File: src/rtl/frmq_pkg.sv
`timescale 1ns / 1ps
// Shared types, constants and helper functions for the framed ring message queue.
// No dependencies.
package frmq_pkg;

   localparam int RING_WORDS  = 1024;
   localparam int SLACK_WORDS = 4;
   localparam int STORE_DEPTH = RING_WORDS + SLACK_WORDS;
   localparam int ADDR_W      = $clog2(STORE_DEPTH);

   localparam logic [13:0] RING_BYTES_MAX = 14'(RING_WORDS * 8);
   localparam logic [13:0] RING_BYTES_MIN = 14'd32;

   localparam logic [1:0] OP_OPEN  = 2'd0;
   localparam logic [1:0] OP_WRITE = 2'd1;
   localparam logic [1:0] OP_READ  = 2'd2;
   localparam logic [1:0] OP_BAD   = 2'd3;

   localparam logic [2:0] STAT_OK         = 3'd0;
   localparam logic [2:0] STAT_BAD_LEN    = 3'd1;
   localparam logic [2:0] STAT_TOO_LARGE  = 3'd2;
   localparam logic [2:0] STAT_EMPTY      = 3'd3;
   localparam logic [2:0] STAT_BAD_LAYOUT = 3'd4;
   localparam logic [2:0] STAT_OVERRUN    = 3'd5;
   localparam logic [2:0] STAT_UNEXPECTED = 3'd6;

   typedef struct packed {
      logic [1:0]  operation;
      logic [13:0] message_bytes;
      logic [63:0] payload_in;
   } req_type;

   typedef struct packed {
      logic [2:0]  status;
      logic [63:0] payload_out;
      logic [3:0]  valid_bytes;
      logic [62:0] frame_number;
      logic        first_word;
      logic        last_word;
      logic        overrun_flag;
   } rsp_type;

   typedef struct packed {
      logic              wr_en;
      logic [ADDR_W-1:0] wr_addr;
      logic [63:0]       wr_data;
      logic              rd_en;
      logic [ADDR_W-1:0] rd_addr;
   } mem_req_type;

   typedef enum logic [3:0] {
      ST_IDLE,
      ST_SENT,
      ST_LEN,
      ST_SEQ,
      ST_NEXT,
      ST_RLEN,
      ST_RLEN0,
      ST_RSEQ,
      ST_RDATA,
      ST_DONE
   } state_type;

   // header (16 bytes) plus payload, rounded up to whole words
   function automatic logic [15:0] stride_of(input logic [13:0] len);
      logic [15:0] s;
      s = 16'(len) + 16'd23;
      return s & ~16'd7;
   endfunction

   function automatic logic [63:0] byte_mask(input logic [3:0] vb);
      logic [63:0] m;
      for (int i = 0; i < 8; i++) begin
         m[8*i +: 8] = (4'(i) < vb) ? 8'hFF : 8'h00;
      end
      return m;
   endfunction

   function automatic logic word_in_store(input logic [15:0] pos);
      return 32'(pos[15:3]) < STORE_DEPTH;
   endfunction

   function automatic logic [ADDR_W-1:0] word_addr(input logic [15:0] pos);
      return pos[3 +: ADDR_W];
   endfunction

endpackage

File: src/rtl/frmq_ctrl.sv
`timescale 1ns / 1ps
// Sequencer for the queue: writer and reader pointers, commit steps, frame-start walk.
// Depends on frmq_pkg; drives the frmq_ram request.
module frmq_ctrl
   import frmq_pkg::*;
(
   input  logic        clock,
   input  logic        reset,
   input  logic        req_valid,
   output logic        req_stall,
   input  req_type     req_data,
   input  logic        csr_valid,
   input  logic [13:0] csr_data,
   output mem_req_type mem_req,
   input  logic [63:0] mem_rd_data,
   output logic        res_valid,
   output rsp_type     res_data,
   input  logic        res_taken
);

   state_type   state_ff, state_in;
   logic [13:0] sz_ff, sz_in;
   logic [13:0] commit_ff, commit_in;
   logic [13:0] ofp_ff, ofp_in;
   logic [13:0] ofb_ff, ofb_in;
   logic [10:0] wwl_ff, wwl_in;
   logic [10:0] wk_ff, wk_in;
   logic [13:0] wrem_ff, wrem_in;
   logic [62:0] seq_ff, seq_in;
   logic [13:0] rpos_ff, rpos_in;
   logic [62:0] rls_ff, rls_in;
   logic        rsv_ff, rsv_in;
   logic [13:0] rbl_ff, rbl_in;
   logic [13:0] rlen_ff, rlen_in;
   logic        first_ff, first_in;
   logic        oob_ff, oob_in;
   rsp_type     res_ff, res_in;

   logic        accept;
   logic [63:0] rd_eff;
   logic [13:0] start_pos;
   logic        start_empty;
   logic        len_bad, len0_bad, seq_gap;
   logic [62:0] seq_next, rls_next;
   logic [15:0] rd_pos;

   assign accept    = req_valid && (state_ff == ST_IDLE);
   assign req_stall = (state_ff != ST_IDLE);
   assign res_valid = (state_ff == ST_DONE);
   assign res_data  = res_ff;
   assign rd_eff    = oob_ff ? 64'd0 : mem_rd_data;
   assign seq_next  = seq_ff + 63'd1;
   assign rls_next  = rls_ff + 63'd1;

   // shared checks of the frame-start walk
   always_comb begin
      start_pos   = (rpos_ff >= sz_ff) ? 14'd0 : rpos_ff;
      start_empty = (start_pos == commit_ff);
      len_bad  = (rd_eff == 64'd0) || (|rd_eff[63:14]) || (rd_eff[13:0] > sz_ff) ||
                 (stride_of(rd_eff[13:0]) > {2'b00, sz_ff - rpos_ff});
      len0_bad = (rd_eff == 64'd0) || (|rd_eff[63:14]) || (rd_eff[13:0] > sz_ff) ||
                 (stride_of(rd_eff[13:0]) > {2'b00, sz_ff});
      seq_gap  = rsv_ff && (rd_eff[62:0] != rls_next);
   end

   // next state
   always_comb begin
      state_in = state_ff;
      case (state_ff)
         ST_IDLE: begin
            if (accept) begin
               case (req_data.operation)
                  OP_WRITE: state_in = (wwl_ff == 11'd1) ? ST_SENT : ST_DONE;
                  OP_READ: begin
                     if (rbl_ff != 14'd0) state_in = ST_RDATA;
                     else state_in = start_empty ? ST_DONE : ST_RLEN;
                  end
                  default: state_in = ST_DONE;
               endcase
            end
         end
         ST_SENT:  state_in = ST_LEN;
         ST_LEN:   state_in = ST_SEQ;
         ST_SEQ:   state_in = ST_NEXT;
         ST_NEXT:  state_in = ST_DONE;
         ST_RLEN: begin
            if (len_bad) state_in = (commit_ff == 14'd0) ? ST_DONE : ST_RLEN0;
            else state_in = ST_RSEQ;
         end
         ST_RLEN0: state_in = len0_bad ? ST_DONE : ST_RSEQ;
         ST_RSEQ:  state_in = seq_gap ? ST_DONE : ST_RDATA;
         ST_RDATA: state_in = ST_DONE;
         ST_DONE:  state_in = res_taken ? ST_IDLE : ST_DONE;
         default:  state_in = ST_IDLE;
      endcase
   end

   // datapath and memory requests
   always_comb begin
      logic [15:0] st;
      logic [15:0] wpos;
      logic [3:0]  vb;
      logic [15:0] ncommit;
      sz_in     = sz_ff;
      commit_in = commit_ff;
      ofp_in    = ofp_ff;
      ofb_in    = ofb_ff;
      wwl_in    = wwl_ff;
      wk_in     = wk_ff;
      wrem_in   = wrem_ff;
      seq_in    = seq_ff;
      rpos_in   = rpos_ff;
      rls_in    = rls_ff;
      rsv_in    = rsv_ff;
      rbl_in    = rbl_ff;
      rlen_in   = rlen_ff;
      first_in  = first_ff;
      res_in    = res_ff;
      mem_req   = '0;
      rd_pos    = 16'd0;
      st        = 16'd0;
      wpos      = 16'd0;
      vb        = 4'd0;
      ncommit   = 16'd0;

      if (csr_valid) begin
         if (csr_data > RING_BYTES_MAX) sz_in = RING_BYTES_MAX;
         else if (csr_data < RING_BYTES_MIN) sz_in = RING_BYTES_MIN;
         else sz_in = csr_data;
      end

      case (state_ff)
         ST_IDLE: begin
            if (accept) begin
               res_in = '0;
               case (req_data.operation)
                  OP_OPEN: begin
                     st = stride_of(req_data.message_bytes);
                     if (req_data.message_bytes == 14'd0) begin
                        res_in.status = STAT_BAD_LEN;
                     end else if (req_data.message_bytes >= sz_ff) begin
                        res_in.status = STAT_TOO_LARGE;
                     end else begin
                        if (commit_ff >= sz_ff || st > {2'b00, sz_ff - commit_ff}) ofp_in = 14'd0;
                        else ofp_in = commit_ff;
                        ofb_in  = req_data.message_bytes;
                        wrem_in = req_data.message_bytes;
                        wwl_in  = 11'((15'(req_data.message_bytes) + 15'd7) >> 3);
                        wk_in   = 11'd0;
                        res_in.frame_number = seq_next;
                     end
                  end
                  OP_WRITE: begin
                     if (wwl_ff == 11'd0) begin
                        res_in.status = STAT_UNEXPECTED;
                     end else begin
                        vb   = (wrem_ff >= 14'd8) ? 4'd8 : wrem_ff[3:0];
                        wpos = 16'(ofp_ff) + 16'd16 + {2'b00, wk_ff, 3'b000};
                        mem_req.wr_en   = word_in_store(wpos);
                        mem_req.wr_addr = word_addr(wpos);
                        mem_req.wr_data = req_data.payload_in & byte_mask(vb);
                        wwl_in  = wwl_ff - 11'd1;
                        wk_in   = wk_ff + 11'd1;
                        wrem_in = wrem_ff - 14'(vb);
                        res_in.valid_bytes  = vb;
                        res_in.frame_number = seq_next;
                        res_in.first_word   = (wk_ff == 11'd0);
                        res_in.last_word    = (wwl_ff == 11'd1);
                     end
                  end
                  OP_READ: begin
                     if (rbl_ff == 14'd0) begin
                        if (rpos_ff >= sz_ff) begin
                           rpos_in = 14'd0;
                           rsv_in  = 1'b0;
                        end
                        first_in = 1'b1;
                        if (start_empty) begin
                           res_in.status = STAT_EMPTY;
                        end else begin
                           rd_pos        = 16'(start_pos);
                           mem_req.rd_en = 1'b1;
                        end
                     end else begin
                        first_in      = 1'b0;
                        rd_pos        = 16'(rpos_ff);
                        mem_req.rd_en = 1'b1;
                     end
                  end
                  default: res_in.status = STAT_UNEXPECTED;
               endcase
            end
         end
         ST_SENT: begin
            // wrapped frame: leave a zero sentinel at the old commit point
            wpos = 16'(commit_ff);
            mem_req.wr_en   = (ofp_ff == 14'd0) && (commit_ff != 14'd0) &&
                              (commit_ff < sz_ff) && word_in_store(wpos);
            mem_req.wr_addr = word_addr(wpos);
            mem_req.wr_data = 64'd0;
         end
         ST_LEN: begin
            wpos = 16'(ofp_ff);
            mem_req.wr_en   = word_in_store(wpos);
            mem_req.wr_addr = word_addr(wpos);
            mem_req.wr_data = 64'(ofb_ff);
         end
         ST_SEQ: begin
            seq_in = seq_next;
            wpos = 16'(ofp_ff) + 16'd8;
            mem_req.wr_en   = word_in_store(wpos);
            mem_req.wr_addr = word_addr(wpos);
            mem_req.wr_data = {1'b0, seq_next};
         end
         ST_NEXT: begin
            ncommit   = 16'(ofp_ff) + stride_of(ofb_ff);
            commit_in = ncommit[13:0];
            mem_req.wr_en   = word_in_store(ncommit);
            mem_req.wr_addr = word_addr(ncommit);
            mem_req.wr_data = 64'd0;
         end
         ST_RLEN: begin
            if (len_bad) begin
               rpos_in = 14'd0;
               if (commit_ff == 14'd0) begin
                  res_in.status = STAT_EMPTY;
               end else begin
                  rd_pos        = 16'd0;
                  mem_req.rd_en = 1'b1;
               end
            end else begin
               rlen_in       = rd_eff[13:0];
               rd_pos        = 16'(rpos_ff) + 16'd8;
               mem_req.rd_en = 1'b1;
            end
         end
         ST_RLEN0: begin
            if (len0_bad) begin
               res_in.status = STAT_BAD_LAYOUT;
            end else begin
               rlen_in       = rd_eff[13:0];
               rd_pos        = 16'd8;
               mem_req.rd_en = 1'b1;
            end
         end
         ST_RSEQ: begin
            rsv_in = 1'b1;
            if (seq_gap) begin
               rpos_in = commit_ff;
               rls_in  = seq_ff;
               res_in.status       = STAT_OVERRUN;
               res_in.overrun_flag = 1'b1;
            end else begin
               rls_in        = rd_eff[62:0];
               rbl_in        = rlen_ff;
               rd_pos        = 16'(rpos_ff) + 16'd16;
               mem_req.rd_en = 1'b1;
            end
         end
         ST_RDATA: begin
            vb      = (rbl_ff >= 14'd8) ? 4'd8 : rbl_ff[3:0];
            rbl_in  = rbl_ff - 14'(vb);
            rpos_in = rpos_ff + (first_ff ? 14'd24 : 14'd8);
            res_in.payload_out  = rd_eff & byte_mask(vb);
            res_in.valid_bytes  = vb;
            res_in.frame_number = rls_ff;
            res_in.first_word   = first_ff;
            res_in.last_word    = (rbl_ff == 14'(vb));
         end
         default: begin
         end
      endcase

      // reads outside the store return zero
      mem_req.rd_addr = word_addr(rd_pos);
      oob_in = !word_in_store(rd_pos);
      mem_req.rd_en = mem_req.rd_en && !oob_in;
   end

   always_ff @(posedge clock) begin
      if (reset) begin
         state_ff  <= ST_IDLE;
         sz_ff     <= RING_BYTES_MAX;
         commit_ff <= '0;
         ofp_ff    <= '0;
         ofb_ff    <= '0;
         wwl_ff    <= '0;
         wk_ff     <= '0;
         wrem_ff   <= '0;
         seq_ff    <= '0;
         rpos_ff   <= '0;
         rls_ff    <= '0;
         rsv_ff    <= 1'b0;
         rbl_ff    <= '0;
         first_ff  <= 1'b0;
      end else begin
         state_ff  <= state_in;
         sz_ff     <= sz_in;
         commit_ff <= commit_in;
         ofp_ff    <= ofp_in;
         ofb_ff    <= ofb_in;
         wwl_ff    <= wwl_in;
         wk_ff     <= wk_in;
         wrem_ff   <= wrem_in;
         seq_ff    <= seq_in;
         rpos_ff   <= rpos_in;
         rls_ff    <= rls_in;
         rsv_ff    <= rsv_in;
         rbl_ff    <= rbl_in;
         first_ff  <= first_in;
      end
   end

   always_ff @(posedge clock) begin
      rlen_ff <= rlen_in;
      oob_ff  <= oob_in;
      res_ff  <= res_in;
   end

`ifndef SYNTHESIS
   a_wr_in_store: assert property (@(posedge clock) disable iff (reset)
      mem_req.wr_en |-> (32'(mem_req.wr_addr) < STORE_DEPTH))
      else $error("ring write outside the store");

   a_words_left: assert property (@(posedge clock) disable iff (reset)
      15'(wwl_ff) == ((15'(wrem_ff) + 15'd7) >> 3))
      else $error("writer word count and byte count disagree");

   a_read_before_use: assert property (@(posedge clock) disable iff (reset)
      (state_ff == ST_RLEN || state_ff == ST_RLEN0 || state_ff == ST_RSEQ ||
       state_ff == ST_RDATA) |-> $past(state_ff != ST_DONE))
      else $error("read data used without a preceding read step");

   a_commit_walk: assert property (@(posedge clock) disable iff (reset)
      (state_ff == ST_SENT) |=> (state_ff == ST_LEN) ##1 (state_ff == ST_SEQ)
      ##1 (state_ff == ST_NEXT))
      else $error("commit sequence broken");
`endif

endmodule

File: config.mk
export PLATFORM = sky130hd
export DESIGN_NAME = frmq_ctrl
export DESIGN_NICKNAME = d
export VERILOG_FILES = /design/src/rtl/frmq_pkg.sv /design/src/rtl/frmq_ctrl.sv
export SDC_FILE = /design/constraint.sdc
export NUM_CORES = 1
export LEC_CHECK = 0
export BUFFER_PORTS_ARGS = -buffer_cell sky130_fd_sc_hd__buf_4
export CORE_UTILIZATION = 59
export CTS_CLUSTER_DIAMETER = 200
export DETAILED_ROUTE_END_ITERATION = 8
export GPL_TIMING_DRIVEN = 0
export PLACE_DENSITY = 0.86
export SYNTH_ARGS = -nofsm -noshare
export SYNTH_HDL_FRONTEND = slang
export SYNTH_SLANG_ARGS = --single-unit
File: constraint.sdc
create_clock -name clock -period 7.7 [get_ports clock]
set_clock_uncertainty 0.15 [all_clocks]
set_input_delay 0 -clock clock [delete_from_list [all_inputs] [get_ports clock]]
set_output_delay 0 -clock clock [all_outputs]
set_load 0.005 [all_outputs]
==> impl_metrics.ini, run 1 <==
[clocking]
cts_buffer_depth = 3
clock_sinks = 404
cts_resized = 0
htree_num_levels = 2
clkLatencyLatePin_ns = 0.62
cts_tree = done
cts_setup_buffers = 0
root_buffer = clkbuf_16
cts.hold.buffers_added = 112
cts_buffers = 45
clk_pin_slew_worst_paths_ns = 0.07

[die]
dieArea_um2 = 49100
start_util = 0.597
die_w_um = 222
ios = 390
die_y_um = 222
core_area_um2 = 47600
fp-row-count = 80

[routing]
first_pass_iters = 8
vias = 32300
totalWireLength_um = 123000
wl_per_cell_um = 25.5
antenna_left = 0
viasPerCell = 6.72
first_iter_violations = 5723
drc = 4

[placement]
place_ws_ns = 1.27
numPortBuffers = 388
gp_congestion = 1.05
hpwl_um = 92800
postPlaceCellArea_um2 = 32200

[status]
status = finished, violations left
failed_checks = DRC, capacitance limit

[timing]
fin_ws_ns = 0.353
max_freq_ghz = 0.136
drv_slew = 0
finalSetupTns_ns = 0
hold_violations = 0
rsz0062_at_grt = no
worstMarginPinSlew_ns = 1.48
min_period_ns = 7.35
worst_slew_margin_rel = 0.0102
setup-violations-final = 0
post-route-period-util = 0.954

[global_route]
grt_antenna_before_repair = 0
grt_max_degree = 78
grt_pass1_vias = 29300
track_usage = 0.479
grt_pass1_wl_um = 179000
grt.overflow.total = 0

[logic_synthesis]
yosysSeqAreaShare = 0.338
ys_warn_count = 0
netlist_area_um2 = 28400
syn_inst = 3598
syn_area_per_cell_um2 = 7.90
ys_ff_latch = 404
yosysUniqueCellTypes = 95
synthArstFlopShare = 0
synth_edf_count = 151
ys_dominant_reg_cell = dfxtp_1

[worst_hold_path]
min_path_type = input pin to flip-flop
worst_hold_path.endpoint = ofb_ff[6]
whs_path_depth = 4
worstHoldStart = req_data[70]

[cells_and_area]
regArea_um2 = 9600
final_core_util = 0.730
drive_gt1_frac = 0.124
areaGrowthSynthToFinish_pct = 22.3
final_cell_mix = nand2_1, buf_4, nor2_1
fin_nets = 4452
multiInputGateArea_um2 = 17600
design_area_um2 = 34800
final_common_cell = nand2_1
fillers = 3658

[critical_path]
start_kind = flip-flop
crit_path_end_kind = primary output
ff2ff_path_depth = 24
r2r-start = rpos_ff[4]
worst-endpoint-required_ns = 7.55
r2r-end = oob_ff
worstPathMaxFanout = 9
ff2ff_setup_slack_ns = 0.99
arrival_ns = 7.20
worstSetupPathType = flip-flop to primary output

[power_and_ir_drop]
vdd_ir_drop_max_uv = 226
p_leak_nw = 12.8
p_per_area_nw_per_um2 = 254

[run]
maxCapViolCount = 1
## routing by layer
layer,vias to the layer above,global-route usage,share of wire
met4,0,0.244,0.055
met5,-,0,0
met1,15000,0.662,0.39
li1,14100,-,-
met2,2752,0.668,0.40
met3,428,0.150,0.16
## cells by family after synthesis
kind of cell | Yosys count | share of synthesized area
AND/OR/NAND/NOR | 1580 | 0.271
AO/OA/AOI/OAI | 818 | 0.184
flip-flops | 404 | 0.338
buffers and inverters | 341 | 0.0460
XOR/XNOR | 286 | 0.0886
adder cells (fa/ha/maj) | 141 | 0.0631
multiplexers | 27 | 0.00950
other | 1 | 0.000132
## where the power goes
part	total, mW	internal, mW	switching (mW)
Sequential	3.04	2.82	0.225
Clock	2.25	1.27	0.974
Combinational	3.54	1.28	2.26
Total	8.83	5.37	3.46
## stage by stage
stage          total power, mW  hold slack, ns  instances
5_1_grt                   9.06          0.0620       4798
2_1_floorplan             4.83         -0.0460       3599
4_1_cts                   8.59          0.0191       4798
3_5_place_dp              6.34           0.101       4604
6_report                  8.83          0.0654       4799
3_3_place_gp              6.33           0.103       4602
## sequential cells by signal, indices dropped and copies added, names as in the netlist
name	count
commit_ff	14
first_ff	1
ofb_ff	14
ofp_ff	14
oob_ff	1
rbl_ff	14
res_data	137
rlen_ff	14
rls_ff	63
rpos_ff	14
rsv_ff	1
seq_ff	63
state_ff	4
sz_ff	14
wk_ff	11
wrem_ff	14
wwl_ff	11
## worst max-delay path, cell delays in order (launching register included)
cell and delay (ns):
dfxtp_1 0.52, clkbuf_1 0.49, inv_1 0.22, ha_1 0.29, or3_1 0.41, o221a_2 0.30, o21a_1 0.20, o21a_1 0.20
o21a_1 0.20, o21a_1 0.20, o21a_1 0.20, or2_2 0.30, ha_1 0.32, nand2_1 0.06, o21ai_0 0.14, a221o_1 0.17
a21o_1 0.17, nand2_1 0.12, and4_1 0.20, clkbuf_1 0.32, a221o_1 0.41, o21ai_0 0.16, a21bo_2 0.27, or2_0 0.24
o31ai_1 0.29, buf_4 0.17
## worst max path at each step
stage	start	to	slack (ns)	cells past startpoint
floorplan	rpos_ff[5]	oob_ff	2.32	24
global placement	state_ff[1]	res_data[70]	0.25	4
detailed placement	rpos_ff[4]	mem_req[11]	1.27	25
CTS	rpos_ff[4]	mem_req[11]	0.57	25
global route	rpos_ff[4]	mem_req[11]	0.12	26
finish	rpos_ff[4]	mem_req[11]	0.35	25
## cell type report
class,instances,area share
clock inverters,16,0.00536
plain buffers,224,0.0250
diodes,1,0.0000719
well taps,615,0.0221
inverters,117,0.0126
multi-input cells,2854,0.505
repair buffers,502,0.117
clock buffers,66,0.0373
flip-flops and latches,404,0.276
## cells in the mapped netlist (all sizes together), types with 27 or more instances
cell | count | area [um^2]
or3 | 44 | 280
nor4 | 61 | 428
buf | 30 | 139
xor2 | 97 | 850
nor2b | 63 | 394
ha | 137 | 1710
nor2 | 389 | 1470
nand4 | 88 | 551
and3 | 57 | 357
a211oi | 32 | 240
o21ai | 265 | 1330
a311oi | 58 | 508
dfxtp | 253 | 5060
clkbuf | 194 | 731
nand2 | 486 | 1820
nand2b | 36 | 225
edfxtp | 151 | 4530
nor3 | 84 | 442
xnor2 | 188 | 1650
inv | 116 | 435
a21oi | 193 | 966
nor3b | 35 | 263
mux2i | 27 | 270
nand3 | 126 | 631
Power figures use the tool's default switching activity.
==> run 2, diff against run 1 <==
--- a/config.mk
+++ b/config.mk
@@ -6,7 +6,9 @@
 export NUM_CORES = 1
 export LEC_CHECK = 0
 export BUFFER_PORTS_ARGS = -buffer_cell sky130_fd_sc_hd__buf_4
-export CORE_UTILIZATION = 59
+export CELL_PAD_IN_SITES_DETAIL_PLACEMENT = 1
+export CELL_PAD_IN_SITES_GLOBAL_PLACEMENT = 1
+export CORE_UTILIZATION = 44
 export CTS_CLUSTER_DIAMETER = 200
 export DETAILED_ROUTE_END_ITERATION = 8
 export GPL_TIMING_DRIVEN = 0
==> run 2 against run 1 <==
  * Critical endpoint unchanged
  * Clock power grew 14%
  * Combinational power grew 2%
  * The run now ends clean
  * Largest cell class unchanged
  * Critical path type unchanged
  * Via count grew 0.36%
  * Clock-buffer cell count shrank 3
  * Sequential share of layout area shrank 0.40 points
==> impl_metrics.ini, run 2 (synthesis gave the netlist of run 1 again) <==
[status]
status = completed

[routing]
drc = 0
first_pass_iters = 8
viasPerCell = 6.42
vias = 32400
first_iter_violations = 3929
totalWireLength_um = 140000
wl_per_cell_um = 27.8
antenna_left = 0

[power_and_ir_drop]
power_frac_comb = 0.391
vdd_ir_drop_max_uv = 268
swShare = 0.393
p_sw_mw = 3.63
p_per_area_nw_per_um2 = 262
p_seq_frac = 0.331
internal_power_mw = 5.61
p_leak_nw = 12.9
power.share.clock = 0.277
power_mw = 9.25

[die]
ios = 390
die_y_um = 256
fp-row-count = 92
die_w_um = 256
start_util = 0.448
dieArea_um2 = 65600
core_area_um2 = 63400

[cells_and_area]
fin_cells = 5040
final_cell_mix = nand2_1, buf_4, nor2_1
fin_nets = 4456
drive_gt1_frac = 0.125
regArea_um2 = 9600
areaGrowthSynthToFinish_pct = 24.2
fillers = 7731
final_core_util = 0.557
largest_reg_flops = 137
multiInputGateArea_um2 = 17600
design_area_um2 = 35300
final_common_cell = nand2_1

[clocking]
clkLatencyLatePin_ns = 0.63
htree_num_levels = 2
root_buffer = clkbuf_16
cts_buffers = 49
cts_setup_buffers = 0
cts_tree = done
cts.hold.buffers_added = 111
clk_pin_slew_worst_paths_ns = 0.07
cts_resized = 0
clock_sinks = 404
cts_buffer_depth = 3

[timing]
max_freq_ghz = 0.134
worst_slew_margin_rel = 0.0501
worstMarginPinSlew_ns = 1.42
min_period_ns = 7.48
drv_slew = 0
rsz0062_at_grt = no
hold_ws_ns = 0.00279
post-route-period-util = 0.971
hold_violations = 0
setup-violations-final = 0

[placement]
numPortBuffers = 388
hpwl_um = 105000
gp_congestion = 1.01
postPlaceCellArea_um2 = 32500
placed_cells = 4835

[critical_path]
arrival_ns = 7.33
worstSetupPathType = flip-flop to primary output
worstPathMaxFanout = 10
crit_path_end_kind = primary output
worst-endpoint-required_ns = 7.55
start_kind = flip-flop

[global_route]
track_usage = 0.413
grt_antenna_before_repair = 12
grt_pass1_vias = 31600
grt.overflow.total = 0
grt_max_degree = 75
grt_pass1_wl_um = 206000

[run]
maxCapViolCount = 0

[worst_hold_path]
min_path_type = input pin to flip-flop
==> run 2: cell types whose count changed in the layout (fill, tap and decap cells not counted), moves of 2 or more <==
cell / change
bufinv_16: +6
clkbuf_8: -6
clkbuf_16: +4
clkinv_1: +4
clkinv_2: +2
inv_4: -2
==> run 2: routing by layer <==
| layer | part of all wire | GRT usage | wire length (um) | up-vias |
|---|---|---|---|---|
| met5 | 0.00057 | 0 | 80 | - |
| met2 | 0.43 | 0.616 | 59800 | 1955 |
| met3 | 0.11 | 0.0929 | 15800 | 389 |
| met1 | 0.41 | 0.569 | 57500 | 16000 |
| met4 | 0.048 | 0.180 | 6770 | 12 |
| li1 | - | - | - | 14100 |
==> run 2: worst paths after layout <==
| check | from | to | slack [ns] | cells past startpoint |
|---|---|---|---|---|
| worst min-delay path | req_data[70] | ofb_ff[6] | 0.003 | 4 |
| worst min register to register | wwl_ff[7] | wwl_ff[7] | 0.34 | 2 |
| worst max register to register | oob_ff | oob_ff | 0.90 | 18 |
| worst max-delay path | oob_ff | mem_req[11] | 0.22 | 20 |
==> run 2: power groups by stage <==
stage | clock network [mW] | registers (mW) | logic [mW]
after global routing | 2.62 | 3.09 | 3.81
after global placement | 0 | 3.14 | 3.27
after CTS | 2.53 | 3.03 | 3.47
after detailed placement | 0 | 3.07 | 3.39
final | 2.56 | 3.06 | 3.62
after floorplan | 0 | 3.11 | 1.72
==> run 2: stage by stage <==
stage / setup TNS, ns / setup slack (ns)
2_1_floorplan: 0 / 2.32
3_3_place_gp: -25.29 / -0.206
3_5_place_dp: 0 / 1.21
4_1_cts: 0 / 0.567
5_1_grt: 0 / 0.0350
6_report: 0 / 0.221
==> run 2: final cells by class <==
cell class / instances / share of cell area
Clock inverter: 28 / 0.0113
Sequential cell: 404 / 0.272
Clock buffer: 63 / 0.0371
Antenna cell: 2 / 0.000142
Timing Repair Buffer: 502 / 0.115
Multi-Input combinational cell: 2854 / 0.497
Buffer: 224 / 0.0246
Inverter: 117 / 0.0124
Tap cell: 846 / 0.0300
==> run 2: critical path, stage by stage (launching register included) <==
cell      delay (ns)
dfxtp_1         0.55
clkbuf_1        0.47
clkbuf_1        0.55
buf_2           0.44
clkbuf_1        0.51
clkbuf_1        0.72
nor2_1          0.21
ha_1            0.36
nand3_1         0.10
o221ai_1        0.25
a221o_1         0.19
a21o_1          0.17
nand2_1         0.11
and4_1          0.18
clkbuf_1        0.30
a221o_1         0.41
o21ai_0         0.13
a21bo_2         0.26
or2_0           0.25
o31ai_1         0.35
buf_4           0.18
